### src/sv/cubic_overdrive_with_dc_block_assert.svh
`ifndef CUBIC_OVERDRIVE_WITH_DC_BLOCK_ASSERT_SVH
`define CUBIC_OVERDRIVE_WITH_DC_BLOCK_ASSERT_SVH

// Checked at every rising edge outside reset.
`define COD_ASSERT(lbl, prop, msg) \
	lbl: assert property (@(posedge clk) disable iff (!arst_n) prop) else $error(msg);

// Checked at every rising edge, reset included.
`define COD_ASSERT_ALWAYS(lbl, prop, msg) \
	lbl: assert property (@(posedge clk) prop) else $error(msg);

`endif

### src/sv/cod_pkg.sv
package cod_pkg;

	localparam int unsigned SAMPLE_BITS      = 24;
	localparam int unsigned FRAC             = SAMPLE_BITS - 1;
	localparam int unsigned FILT_BITS        = SAMPLE_BITS + 8;
	localparam int unsigned CHAN_BITS        = 3;
	localparam int unsigned CHAN_SLOTS       = 1 << CHAN_BITS;
	localparam int unsigned MAX_CHANNELS_DEF = 8;

	localparam int unsigned GAIN_BITS   = 33;
	localparam int unsigned GAIN_FRAC   = 16;
	localparam int unsigned COLOUR_BITS = 23;

	localparam int unsigned COEF_BITS = 20;
	localparam int unsigned COEF_0995 = 1043333;

	// floor(n/3) == (n * RECIP3) >> RECIP3_SHIFT for all n up to 2^FRAC
	localparam int unsigned RECIP3_SHIFT = FRAC + 2;
	localparam int unsigned RECIP3       = ((1 << RECIP3_SHIFT) + 2) / 3;

	// shared multiplier: signed operands wide enough for the filter state
	localparam int unsigned MUL_W  = FILT_BITS + 1;
	localparam int unsigned PROD_W = 2 * MUL_W;

	localparam int unsigned CFG_IDX_BITS = 2;
	localparam logic [CFG_IDX_BITS-1:0] CFG_DRIVE_GAIN    = 2'd0;
	localparam logic [CFG_IDX_BITS-1:0] CFG_COLOUR_OFFSET = 2'd1;
	localparam logic [CFG_IDX_BITS-1:0] CFG_ENABLE        = 2'd2;

	localparam logic [GAIN_BITS-1:0]   DRIVE_GAIN_RST    = 33'd655360;
	localparam logic [COLOUR_BITS-1:0] COLOUR_OFFSET_RST = 23'd838861;

	typedef struct packed {
		logic signed [SAMPLE_BITS-1:0] sample_in;
		logic [CHAN_BITS-1:0]          channel;
	} in_item_t;

	typedef struct packed {
		logic signed [SAMPLE_BITS-1:0] sample_out;
		logic [CHAN_BITS-1:0]          channel_out;
	} out_item_t;

	typedef enum logic [3:0] {
		ST_IDLE,
		ST_GAIN_HI,
		ST_GAIN_LO,
		ST_CLAMP,
		ST_SQUARE,
		ST_CUBE,
		ST_DIV3,
		ST_SHAPE,
		ST_FILT,
		ST_MIX
	} state_t;

endpackage

### src/sv/cod_mul.sv
module cod_mul #(
	parameter int unsigned W = cod_pkg::MUL_W
) (
	input  logic                  clk,
	input  logic signed [W-1:0]   a,
	input  logic signed [W-1:0]   b,
	output logic signed [2*W-1:0] p
);
	import cod_pkg::*;

	logic signed [2*W-1:0] p_q;

	always_ff @(posedge clk) begin
		p_q <= (2*W)'(a) * (2*W)'(b);
	end

	assign p = p_q;

endmodule

### src/sv/cubic_overdrive_with_dc_block.sv
// Cubic soft-clip overdrive with a per-channel DC blocker.
//
// Input channel (in_valid / in_stall / in_data): one signed Q1.23 sample and
// its channel number per transfer. Output channel (out_valid / out_stall /
// out_data): one processed sample per input, with the same channel number.
// Configuration (cfg_valid / cfg_ready / cfg_index / cfg_data): drive gain,
// colour offset and enable at indexes 0..2; index 3 is ignored. cfg_ready is
// always high; write only while no sample is in flight.
//
// One 33x33 multiplier is shared by a ten-state sequencer: gain (two
// halves), blocker coefficient, square, cube and divide by three each take
// one pass. A new input is taken only while the sequencer is idle, so one
// sample is processed at a time. Bypassed samples (effect off or channel
// out of range) go from the idle state straight to the last step.
//
// The result sits in an output register; the next input is taken while it
// waits. If out_stall holds the register full when the next result is
// ready, the sequencer waits in its last step. Reset clears the filter
// state of all channels, restores the register defaults and empties the
// output register.
`include "cubic_overdrive_with_dc_block_assert.svh"

module cubic_overdrive_with_dc_block #(
	parameter int unsigned MAX_CHANNELS = cod_pkg::MAX_CHANNELS_DEF
) (
	input  logic                               clk,
	input  logic                               arst_n,
	input  logic                               in_valid,
	output logic                               in_stall,
	input  cod_pkg::in_item_t                  in_data,
	output logic                               out_valid,
	input  logic                               out_stall,
	output cod_pkg::out_item_t                 out_data,
	input  logic                               cfg_valid,
	output logic                               cfg_ready,
	input  logic [cod_pkg::CFG_IDX_BITS-1:0]   cfg_index,
	input  logic [cod_pkg::GAIN_BITS-1:0]      cfg_data
);
	import cod_pkg::*;

	localparam int unsigned STATE_DEPTH = (MAX_CHANNELS < CHAN_SLOTS) ? MAX_CHANNELS : CHAN_SLOTS;
	localparam int unsigned IDX_W       = (STATE_DEPTH > 1) ? $clog2(STATE_DEPTH) : 1;
	localparam int unsigned GHI_W       = GAIN_BITS - GAIN_FRAC;
	localparam int unsigned M_W         = SAMPLE_BITS + GAIN_FRAC + 1;
	localparam int unsigned T_W         = M_W + 2;
	localparam int unsigned V_W         = SAMPLE_BITS + 1;
	localparam int unsigned SUM_W       = FILT_BITS + 2;
	localparam int unsigned MIX_W       = FILT_BITS + 3;

	localparam logic signed [T_W-1:0]   LIM   = T_W'(1) <<< (FRAC + GAIN_FRAC);
	localparam logic signed [V_W-1:0]   V_ONE = V_W'(1) <<< FRAC;
	localparam logic [SAMPLE_BITS-1:0]  AM_ONE = SAMPLE_BITS'(1) << FRAC;
	localparam logic signed [SUM_W-1:0] Y_MAX = SUM_W'((64'sd1 <<< (FILT_BITS - 1)) - 1);
	localparam logic signed [SUM_W-1:0] Y_MIN = -Y_MAX - SUM_W'(1);
	localparam logic signed [MIX_W-1:0] O_MAX = MIX_W'((64'sd1 <<< (SAMPLE_BITS - 1)) - 1);
	localparam logic signed [MIX_W-1:0] O_MIN = -O_MAX - MIX_W'(1);
	localparam logic signed [SAMPLE_BITS-1:0] S_BOUND =
		SAMPLE_BITS'((1 << FRAC) - (1 << FRAC) / 3);

	state_t state_q, state_d;

	logic [GAIN_BITS-1:0]   gain_q;
	logic [COLOUR_BITS-1:0] colour_q;
	logic                   enable_q;

	logic signed [SAMPLE_BITS-1:0] x_q;
	logic [CHAN_BITS-1:0]          ch_q;
	logic                          pass_q;
	logic [SAMPLE_BITS-1:0]        hi_q;
	logic                          sat_q;
	logic [SAMPLE_BITS-1:0]        am_q;
	logic                          vneg_q;
	logic signed [FILT_BITS-1:0]   yd_q;
	logic signed [SAMPLE_BITS-1:0] s_q;
	logic signed [FILT_BITS-1:0]   y_q;
	logic signed [SAMPLE_BITS-1:0] ps_q [STATE_DEPTH];
	logic signed [FILT_BITS-1:0]   pf_q [STATE_DEPTH];
	out_item_t                     out_q;
	logic                          out_valid_q;

	logic                   accept_in, bypass_in, load_out;
	logic [IDX_W-1:0]       idx;
	logic [SAMPLE_BITS-1:0] ax;
	logic signed [MUL_W-1:0]  mul_a, mul_b;
	logic signed [PROD_W-1:0] prod;

	logic [M_W-1:0]                m_w;
	logic signed [T_W-1:0]         m_s, t_w, t_sh;
	logic signed [V_W-1:0]         v_c, v_abs;
	logic [SAMPLE_BITS-1:0]        a_slice;
	logic [FRAC-1:0]               q3;
	logic [SAMPLE_BITS-1:0]        sm;
	logic signed [PROD_W-1:0]      prod_rnd;
	logic signed [SUM_W-1:0]       y_sum;
	logic signed [FILT_BITS-1:0]   y_c;
	logic signed [MIX_W-1:0]       mix_sum, mix_sh;
	logic signed [SAMPLE_BITS-1:0] o_c;

	assign cfg_ready = 1'b1;
	assign in_stall  = (state_q != ST_IDLE);
	assign accept_in = in_valid && !in_stall;
	assign bypass_in = !enable_q || (32'(in_data.channel) >= MAX_CHANNELS);
	assign idx       = ch_q[IDX_W-1:0];
	assign ax        = x_q[SAMPLE_BITS-1] ? SAMPLE_BITS'(-x_q) : SAMPLE_BITS'(x_q);
	assign a_slice   = prod[2*FRAC:FRAC];

	always_ff @(posedge clk or negedge arst_n) begin
		if (!arst_n) begin
			gain_q   <= DRIVE_GAIN_RST;
			colour_q <= COLOUR_OFFSET_RST;
			enable_q <= 1'b1;
		end else if (cfg_valid && cfg_ready) begin
			unique case (cfg_index)
				CFG_DRIVE_GAIN:    gain_q   <= cfg_data;
				CFG_COLOUR_OFFSET: colour_q <= cfg_data[COLOUR_BITS-1:0];
				CFG_ENABLE:        enable_q <= cfg_data[0];
				default: ;
			endcase
		end
	end

	always_ff @(posedge clk or negedge arst_n) begin
		if (!arst_n) begin
			state_q <= ST_IDLE;
		end else begin
			state_q <= state_d;
		end
	end

	always_comb begin
		state_d  = state_q;
		mul_a    = '0;
		mul_b    = '0;
		load_out = 1'b0;
		unique case (state_q)
			ST_IDLE: begin
				if (in_valid) state_d = bypass_in ? ST_MIX : ST_GAIN_HI;
			end
			ST_GAIN_HI: begin
				mul_a   = {{(MUL_W-SAMPLE_BITS){1'b0}}, ax};
				mul_b   = {{(MUL_W-GHI_W){1'b0}}, gain_q[GAIN_BITS-1:GAIN_FRAC]};
				state_d = ST_GAIN_LO;
			end
			ST_GAIN_LO: begin
				mul_a   = {{(MUL_W-SAMPLE_BITS){1'b0}}, ax};
				mul_b   = {{(MUL_W-GAIN_FRAC){1'b0}}, gain_q[GAIN_FRAC-1:0]};
				state_d = ST_CLAMP;
			end
			ST_CLAMP: begin
				mul_a   = MUL_W'(pf_q[idx]);
				mul_b   = MUL_W'(COEF_0995);
				state_d = ST_SQUARE;
			end
			ST_SQUARE: begin
				mul_a   = {{(MUL_W-SAMPLE_BITS){1'b0}}, am_q};
				mul_b   = {{(MUL_W-SAMPLE_BITS){1'b0}}, am_q};
				state_d = ST_CUBE;
			end
			ST_CUBE: begin
				mul_a   = {{(MUL_W-SAMPLE_BITS){1'b0}}, am_q};
				mul_b   = {{(MUL_W-SAMPLE_BITS){1'b0}}, a_slice};
				state_d = ST_DIV3;
			end
			ST_DIV3: begin
				mul_a   = {{(MUL_W-SAMPLE_BITS){1'b0}}, a_slice};
				mul_b   = MUL_W'(RECIP3);
				state_d = ST_SHAPE;
			end
			ST_SHAPE: state_d = ST_FILT;
			ST_FILT:  state_d = ST_MIX;
			ST_MIX: begin
				// hold until the output register is free
				if (!out_valid_q || !out_stall) begin
					load_out = 1'b1;
					state_d  = ST_IDLE;
				end
			end
			default: state_d = ST_IDLE;
		endcase
	end

	cod_mul #(
		.W(MUL_W)
	) u_mul (
		.clk(clk),
		.a  (mul_a),
		.b  (mul_b),
		.p  (prod)
	);

	// gain, offset and clamp
	always_comb begin
		m_w  = M_W'({hi_q, {GAIN_FRAC{1'b0}}}) + M_W'(prod[M_W-2:0]);
		m_s  = $signed({2'b00, m_w});
		t_w  = (x_q[SAMPLE_BITS-1] ? -m_s : m_s) + $signed(T_W'({colour_q, {GAIN_FRAC{1'b0}}}));
		t_sh = t_w >>> GAIN_FRAC;
		priority if (sat_q) v_c = x_q[SAMPLE_BITS-1] ? -V_ONE : V_ONE;
		else if (t_w >= LIM) v_c = V_ONE;
		else if (t_w <= -LIM) v_c = -V_ONE;
		else v_c = t_sh[V_W-1:0];
		v_abs = v_c[V_W-1] ? -v_c : v_c;
	end

	// shaping, blocker and mix
	always_comb begin
		prod_rnd = prod + (PROD_W'(1) <<< (COEF_BITS - 1));
		q3       = prod[RECIP3_SHIFT +: FRAC];
		sm       = am_q - {1'b0, q3};
		y_sum    = SUM_W'(s_q) - SUM_W'(ps_q[idx]) + SUM_W'(yd_q);
		priority if (y_sum > Y_MAX) y_c = Y_MAX[FILT_BITS-1:0];
		else if (y_sum < Y_MIN) y_c = Y_MIN[FILT_BITS-1:0];
		else y_c = y_sum[FILT_BITS-1:0];
		mix_sum  = (MIX_W'(x_q) <<< 1) + (MIX_W'(y_q) <<< 1) + MIX_W'(y_q);
		mix_sh   = mix_sum >>> 2;
		priority if (mix_sh > O_MAX) o_c = O_MAX[SAMPLE_BITS-1:0];
		else if (mix_sh < O_MIN) o_c = O_MIN[SAMPLE_BITS-1:0];
		else o_c = mix_sh[SAMPLE_BITS-1:0];
	end

	always_ff @(posedge clk) begin
		if (accept_in) begin
			x_q    <= in_data.sample_in;
			ch_q   <= in_data.channel;
			pass_q <= bypass_in;
		end
		if (state_q == ST_GAIN_LO) begin
			sat_q <= |prod[PROD_W-1:SAMPLE_BITS];
			hi_q  <= prod[SAMPLE_BITS-1:0];
		end
		if (state_q == ST_CLAMP) begin
			am_q   <= v_abs[SAMPLE_BITS-1:0];
			vneg_q <= v_c[V_W-1];
		end
		if (state_q == ST_SQUARE) begin
			yd_q <= prod_rnd[COEF_BITS +: FILT_BITS];
		end
		if (state_q == ST_SHAPE) begin
			s_q <= vneg_q ? -$signed(sm) : $signed(sm);
		end
		if (state_q == ST_FILT) begin
			y_q <= y_c;
		end
		if (load_out) begin
			out_q.sample_out  <= pass_q ? x_q : o_c;
			out_q.channel_out <= ch_q;
		end
	end

	always_ff @(posedge clk or negedge arst_n) begin
		if (!arst_n) begin
			for (int i = 0; i < STATE_DEPTH; i++) begin
				ps_q[i] <= '0;
				pf_q[i] <= '0;
			end
		end else if (state_q == ST_FILT) begin
			ps_q[idx] <= s_q;
			pf_q[idx] <= y_c;
		end
	end

	always_ff @(posedge clk or negedge arst_n) begin
		if (!arst_n) begin
			out_valid_q <= 1'b0;
		end else if (load_out) begin
			out_valid_q <= 1'b1;
		end else if (out_valid_q && !out_stall) begin
			out_valid_q <= 1'b0;
		end
	end

	assign out_valid = out_valid_q;
	assign out_data  = out_q;

	`COD_ASSERT_ALWAYS(a_reset_idle, !arst_n |-> (state_q == ST_IDLE && !out_valid_q), "not idle in reset")
	`COD_ASSERT(a_out_from_mix, $rose(out_valid_q) |-> $past(state_q == ST_MIX), "output loaded outside mix step")
	`COD_ASSERT(a_clamp_range, (state_q == ST_SQUARE) |-> (am_q <= AM_ONE), "clamped magnitude above one")
	`COD_ASSERT(a_shape_range, (state_q == ST_FILT) |-> (s_q <= S_BOUND && s_q >= -S_BOUND), "shaped value out of range")

endmodule

### config.mk
export PLATFORM = sky130hd
export DESIGN_NAME = cubic_overdrive_with_dc_block
export DESIGN_NICKNAME = d
export VERILOG_FILES = /design/src/sv/cod_pkg.sv /design/src/sv/cod_mul.sv /design/src/sv/cubic_overdrive_with_dc_block.sv
export VERILOG_INCLUDE_DIRS = /design/src /design/src/sv
export SDC_FILE = /design/constraint.sdc
export NUM_CORES = 2
export LEC_CHECK = 0
export ABC_AREA = 1
export BUFFER_PORTS_ARGS = -buffer_cell sky130_fd_sc_hd__buf_2
export CAP_MARGIN = 40
export CELL_PAD_IN_SITES_DETAIL_PLACEMENT = 0
export CELL_PAD_IN_SITES_GLOBAL_PLACEMENT = 1
export CORE_ASPECT_RATIO = 1.75
export CORE_UTILIZATION = 55
export CTS_BUF_LIST = sky130_fd_sc_hd__clkbuf_8
export DETAILED_ROUTE_END_ITERATION = 10
export GPL_TIMING_DRIVEN = 0
export MAX_ROUTING_LAYER = met4
export PLACE_DENSITY = 0.88
export SYNTH_ARGS = -nofsm -noshare
export SYNTH_HDL_FRONTEND = slang
export SYNTH_SLANG_ARGS = --single-unit
### constraint.sdc
create_clock -name clk -period 13.9 [get_ports clk]
set_clock_uncertainty 0.05 [all_clocks]
set_input_delay 0.695 -clock clk [delete_from_list [all_inputs] [get_ports clk]]
set_output_delay 0.695 -clock clk [all_outputs]
set_load 0.05 [all_outputs]
==> Word level (Yosys, flattened, before mapping) <==
Cells that the tools add are included.
W data, S select, Z words.
{ "op_classes": {"addsub": 12, "multipliers": 1, "magnitude_cmp": 8, "n_eq_ne": 13, "n_mux": 35, "bitwise": 1, "reduce_logical": 19} }
{ "ops": {"columns": ["op", "n"], "rows": [
  ["$bwmux W256", 1],
  ["$mux W24", 9],
  ["$bwmux W192", 1],
  ["$mux W32", 5],
  ["$pmux W24 S6", 1],
  ["$pmux W33 S4", 1],
  ["$mux W25", 4],
  ["$bmux W32 S3", 1],
  ["$demux W32 S3", 1],
  ["$bmux W24 S3", 1],
  ["$demux W24 S3", 1],
  ["$neg A24 Y24", 3],
  ["$mul A33 B25 Y58", 1],
  ["$add A52 B21 Y52 const B", 1],
  ["$add A43 B40 Y43", 1],
  ["$ge A43 B41 Y1 const B", 1],
  ["$le A43 B40 Y1 const B", 1],
  ["$mux W43", 1],
  ["$neg A41 Y43", 1],
  ["$reduce_or A42 Y1", 1],
  ["$add A40 B40 Y41", 1],
  ["$pmux W4 S10", 1],
  ["$add A34 B32 Y35", 1],
  ["$add A25 B33 Y34", 1],
  ["28 further kinds", 48]
]} }
{ "totals": {"reg_bits": 761} }

==> Longest topological paths before layout <==
{ "logic_depth": {"ltp_word": 10, "depth_mapped": 47, "depth_no_buf": 44} }

==> Hierarchy <==
From an unflattened synthesis, not the netlist that was laid out.
{ "hier_totals": {"hier_cells": 10603, "area_unflattened_um2": 84847.6} }
{ "by_module_without_submodules": {"columns": ["mod", "instances", "cells_per_inst", "area_per_inst_um2"], "rows": [
  ["cod_mul", 1, 5586, 43575.5],
  ["cubic_overdrive_with_dc_block", 1, 5017, 41272.1]
]} }

==> Worst setup path after synthesis <==
OpenSTA, ideal clock, no wires.
{ "synth_path": {"path_kind": "register -> register", "start": "register state_q[0]", "end": "register u_mul.p[57] (netlist name)", "setup_time_ns": 0.072, "arrival_ns": 8.870, "required_time_ns": 13.778, "setup_slack_ns": 4.909, "path_stages_with_launch": 33, "path_buffers": 4, "cell_sequence": "dfrtp_1 > clkbuf_1 > inv_1 > nor3_1 > clkbuf_1 > buf_1 > o21a_1 > clkbuf_1 > inv_1 > fa_1 > fa_1 > inv_1 > fa_1 > inv_1 > fa_1 > fa_1 > fa_1 > fa_1 > inv_1 > ha_1 > nand2_1 > nor2_1 > inv_1 > nor3_1 > inv_1 > nor4_1 > nand3_1 > nand3_1 > nand2_1 > o211ai_1 > nand4_1 > nand2_1 > xor2_1"} }
{ "synth_between": {"elab_chain_cells": 4} }
{ "synth_lines": {"columns": ["item", "line", "source"], "rows": [
  ["start: declaration", "cubic_overdrive_with_dc_block.sv:60", "state_t state_q, state_d;"],
  ["start signal: assignment", "cubic_overdrive_with_dc_block.sv:126", "state_q <= state_d;"],
  ["$eq A4 B3 Y1 (tied with other cells)", "cubic_overdrive_with_dc_block.sv:135", "unique case (state_q)"],
  ["$reduce_or A2 Y1 (no line)", null, null],
  ["$pmux W33 S4", "cubic_overdrive_with_dc_block.sv:135", null],
  ["$mul A33 B25 Y58 *", "cod_mul.sv:14", "p_q <= (2*W)'(a) * (2*W)'(b);"]
]} }
Mark *: on every way between the ends. The rest lies on a longest branch, timed or not.
A chain may end at the register's enable or synchronous reset.

==> Worst setup path in the final report <==
{ "layout_path": {"start": "register state_q[0]", "end": "register u_mul.p_q[56], in the netlist u_mul.p[56]"} }
{ "layout_between": {"elab_chain_cells": 4} }
{ "layout_lines": {"columns": ["item", "line", "source"], "rows": [
  ["$eq A4 B3 Y1 (tied with other cells)", "cubic_overdrive_with_dc_block.sv:135", null],
  ["$reduce_or A2 Y1 (no line)", null, null],
  ["$pmux W33 S4", "cubic_overdrive_with_dc_block.sv:135", null],
  ["$mul A33 B25 Y58 *", "cod_mul.sv:14", null],
  ["end signal: assignment", "cod_mul.sv:14", null],
  ["end: declaration", "cod_mul.sv:11", "logic signed [2*W-1:0] p_q;"]
]} }
Marked as above.

==> flow_metrics.env <==
export IMPL_synth_distinct_cells=68
export IMPL_synth_top_cell_area_share_pct=25.0
export IMPL_setup_worst_path_class="reg -> reg"
export IMPL_route_vias_total=60200
export IMPL_reg2reg_slack_ns=2.13
export IMPL_setup_tns_final_ns=0
export IMPL_grt_start_max_net_pins=127
export IMPL_tightest_slew_ns=1.23
export IMPL_timing_hold_violations_final=0
export IMPL_max_freq_ghz=0.0850
export IMPL_ys_seq_area_share_pct=28.7
export IMPL_crit_path_slowest_cell="nor2_1"
export IMPL_yosys_register_bits=761
export IMPL_run_status="completed"
export IMPL_normalized_max_slew_margin_pct=17.7
export IMPL_cp_data_required_time_ns=14.59
export IMPL_critical_path_reg2reg_endpoint="u_mul.p[56]"
export IMPL_cp_max_fo=10
export IMPL_setup_repair_after_global_routing_missed_its_margin="no"
export IMPL_die_h_um=470
export IMPL_clock_root_buffer="clkbuf_8"
export IMPL_die_w_um=269
export IMPL_type_of_origin_of_the_critical_path="flop"
export IMPL_insertion_delay_ns=0.91
export IMPL_place_congestion=1.14
export IMPL_die_area_sq_um=127000
export IMPL_core_rowCount=171
export IMPL_worstHoldStart="cfg_data[6]"
export IMPL_reg2regPathDepth=37
export IMPL_drc_errors_left=0
export IMPL_pin_count=97
export IMPL_nNetsFinal=9794
export IMPL_yosys_warnings=0
export IMPL_routed_via_density=5.83
export IMPL_fin_crit_sh_pct=84.7
export IMPL_async_flop_share_pct=67.0
export IMPL_grt_overflow=0
export IMPL_end_kind="flop"
export IMPL_critPathMaxStageDelay_ns=0.58
export IMPL_starting_drc_count_in_detailed_routing=5586
export IMPL_timing_critical_path_mode_cell="inv_1"
export IMPL_tritoncts="yes"
export IMPL_cts_htree_levels=3
export IMPL_min_to="colour_q[6]"
export IMPL_core_region_area_sq_um=124000
export IMPL_cts_setup_buffers=0
export IMPL_grt_pass1_vias=62500
export IMPL_post_synth_main_area_contributors="fa_1 (25%), dfrtp_1 (18%), nand2_1 (11%)"
export IMPL_cts_resized_gates=0
export IMPL_grt_use_total_pct=48.4
export IMPL_effective_utilization_at_floorplan_pct=55.4
export IMPL_grt_pass1_wl_um=421000
export IMPL_syn_to_final_growth_pct=10.4
export IMPL_setup_violations=0
export IMPL_avgRoutedWirePerCell_um=28.0
export IMPL_drt_first_pass_iters=8
export IMPL_regToRegStartpoint="state_q[0]"
export IMPL_postRouteAntennaNets=0
export IMPL_antenna_found_initial=13
export IMPL_tritoncts_num_buffers=116
export IMPL_worst_endpoint_data_arrival_time_ns=12.46
export IMPL_post_synth_top_count_cell="nand2_1"
export IMPL_synthCells=8136
export IMPL_synth_top_cells_by_count="nand2_1 (2017), inv_1 (1649), fa_1 (859)"
export IMPL_synth_top_cell_by_area="fa_1"
export IMPL_hold_path_depth=3
export IMPL_layout_min_cycle_time_ns=11.77
export IMPL_post_synth_edffs=193
export IMPL_post_route_cells_drive_above_1_share_pct=6.19
export IMPL_post_synth_instance_area_sq_um=68800
export IMPL_portBuffers=95
export IMPL_maxCapViolations=0
export IMPL_hpwlAfterDp_um=232000
export IMPL_hold_class="in -> reg"
export IMPL_route_final_wire_length_um=289000
export IMPL_cts_reportedPaths_clkPinSlew_ns=0.07
export IMPL_post_syn_area_per_cell_sq_um=8.46
export IMPL_cts_buffer_depth=3
export IMPL_clock_sinks=761
export IMPL_most_common_flop_cell_mapped_by_yosys="dfrtp_1"
export IMPL_timing_max_transition_violations_final=0
## worst max-delay path: cells and delay by family (launching register included)
| family | cells | cell delay (ns) |
|---|---|---|
| AOI/OAI and AO/OA | 14 | 3.63 |
| and+or+nand+nor | 4 | 1.39 |
| adders and majority gates | 8 | 3.56 |
| buffers and inverters | 10 | 2.38 |
| DFF | 1 | 0.33 |
| xor gates and xnor gates | 1 | 0.18 |
## metal layers
metal,up-vias,global-route usage [%],wire [um]
met4,0,52.9,41500
met1,29300,44.5,86700
met5,-,-,0
met2,3302,77.0,137000
li1,26000,-,-
met3,1656,13.7,23800
## sequential cells by signal, summed over array words and instances, names as in the netlist, 27 cells and up
name	cells
gain_q	33
pf_q	256
yd_q	32
u_mul.p	58
ps_q	192
y_q	32
out_data	27
## repair_timing
action / 4_1_cts / 5_1_grt
setup endpoints to repair: 0 / 0
endpoints found under the hold margin: 89 / 0
hold buffers: 30 / 0
## cells by family after synthesis
| family | Yosys count | share of synthesized area, % |
|---|---|---|
| adders and majority gates | 1157 | 30.4 |
| AOI/OAI and AO/OA | 1166 | 10.1 |
| and+or+nand+nor | 2840 | 16.7 |
| muxes | 3 | 0.0491 |
| buffers and inverters | 1952 | 10.7 |
| DFF | 761 | 28.7 |
| other | 2 | 0.0109 |
| xor gates and xnor gates | 255 | 3.26 |
## stage by stage
stage                     instances  hold slack [ns]  setup slack (ns)  instance area (sq um)  util, %
after floorplan                8234            0.349              4.91                  69200        -
after global placement         9972            0.410              1.42                  71700     57.8
after detailed placement      10000            0.385              2.56                  72600     58.5
after CTS                     10300          0.00476              2.44                  75500     60.8
after global routing          10300           0.0262              1.75                  75900     61.2
final                         10300           0.0425              2.13                  75900     61.2
## cells in the final DEF (no fill, tap or decap), types with 16 or more instances in the layout
cell              n
clkbuf_1        244
dfxtp_1          58
a22oi_1          53
ha_1            298
conb_1          100
xnor2_1          89
nand2_2          21
nand3b_1         16
xor2_1          164
clkbuf_8        142
diode_2          16
clkinv_1         26
buf_8            23
nor2_1          440
buf_6            33
inv_1          1678
nor4_1           22
dfrtp_1         496
nand3_1         137
o21a_1           18
o41ai_1          16
edfxtp_1        193
nand2_1        2017
clkinv_2         19
o21ai_4          20
dlygate4sd3_1    30
buf_4            21
nor3_1           38
buf_2           111
fa_1            859
o21ai_1          26
o22ai_1          71
a31oi_1          23
a21oi_1         279
o21ai_0         499
nor2_2           19
a221oi_1         53
nand4_1          86
## area by class of cell
class | instances | area (sq um)
plain buffers | 274 | 1100
fillers | 11300 | 48200
flip-flops and latches | 761 | 19700
well taps | 1643 | 2060
diodes | 16 | 40.0
repair buffers | 218 | 1930
inverters | 1678 | 6300
clock inverters | 79 | 661
multi-input cells | 5521 | 42100
clock buffers | 142 | 1950
## worst max path at each step
stage                     from          end  slack (ns)
CTS                 state_q[0]  u_mul.p[56]        2.44
floorplan           state_q[0]  u_mul.p[57]        4.91
detailed placement     ch_q[0]  u_mul.p[56]        2.56
global placement    state_q[0]  u_mul.p[57]        1.42
global route        state_q[0]  u_mul.p[52]        1.75
finish              state_q[0]  u_mul.p[56]        2.13
Power is not shown: default switching activity piles up to over one toggle a cycle in this logic, so the estimate is an artifact.
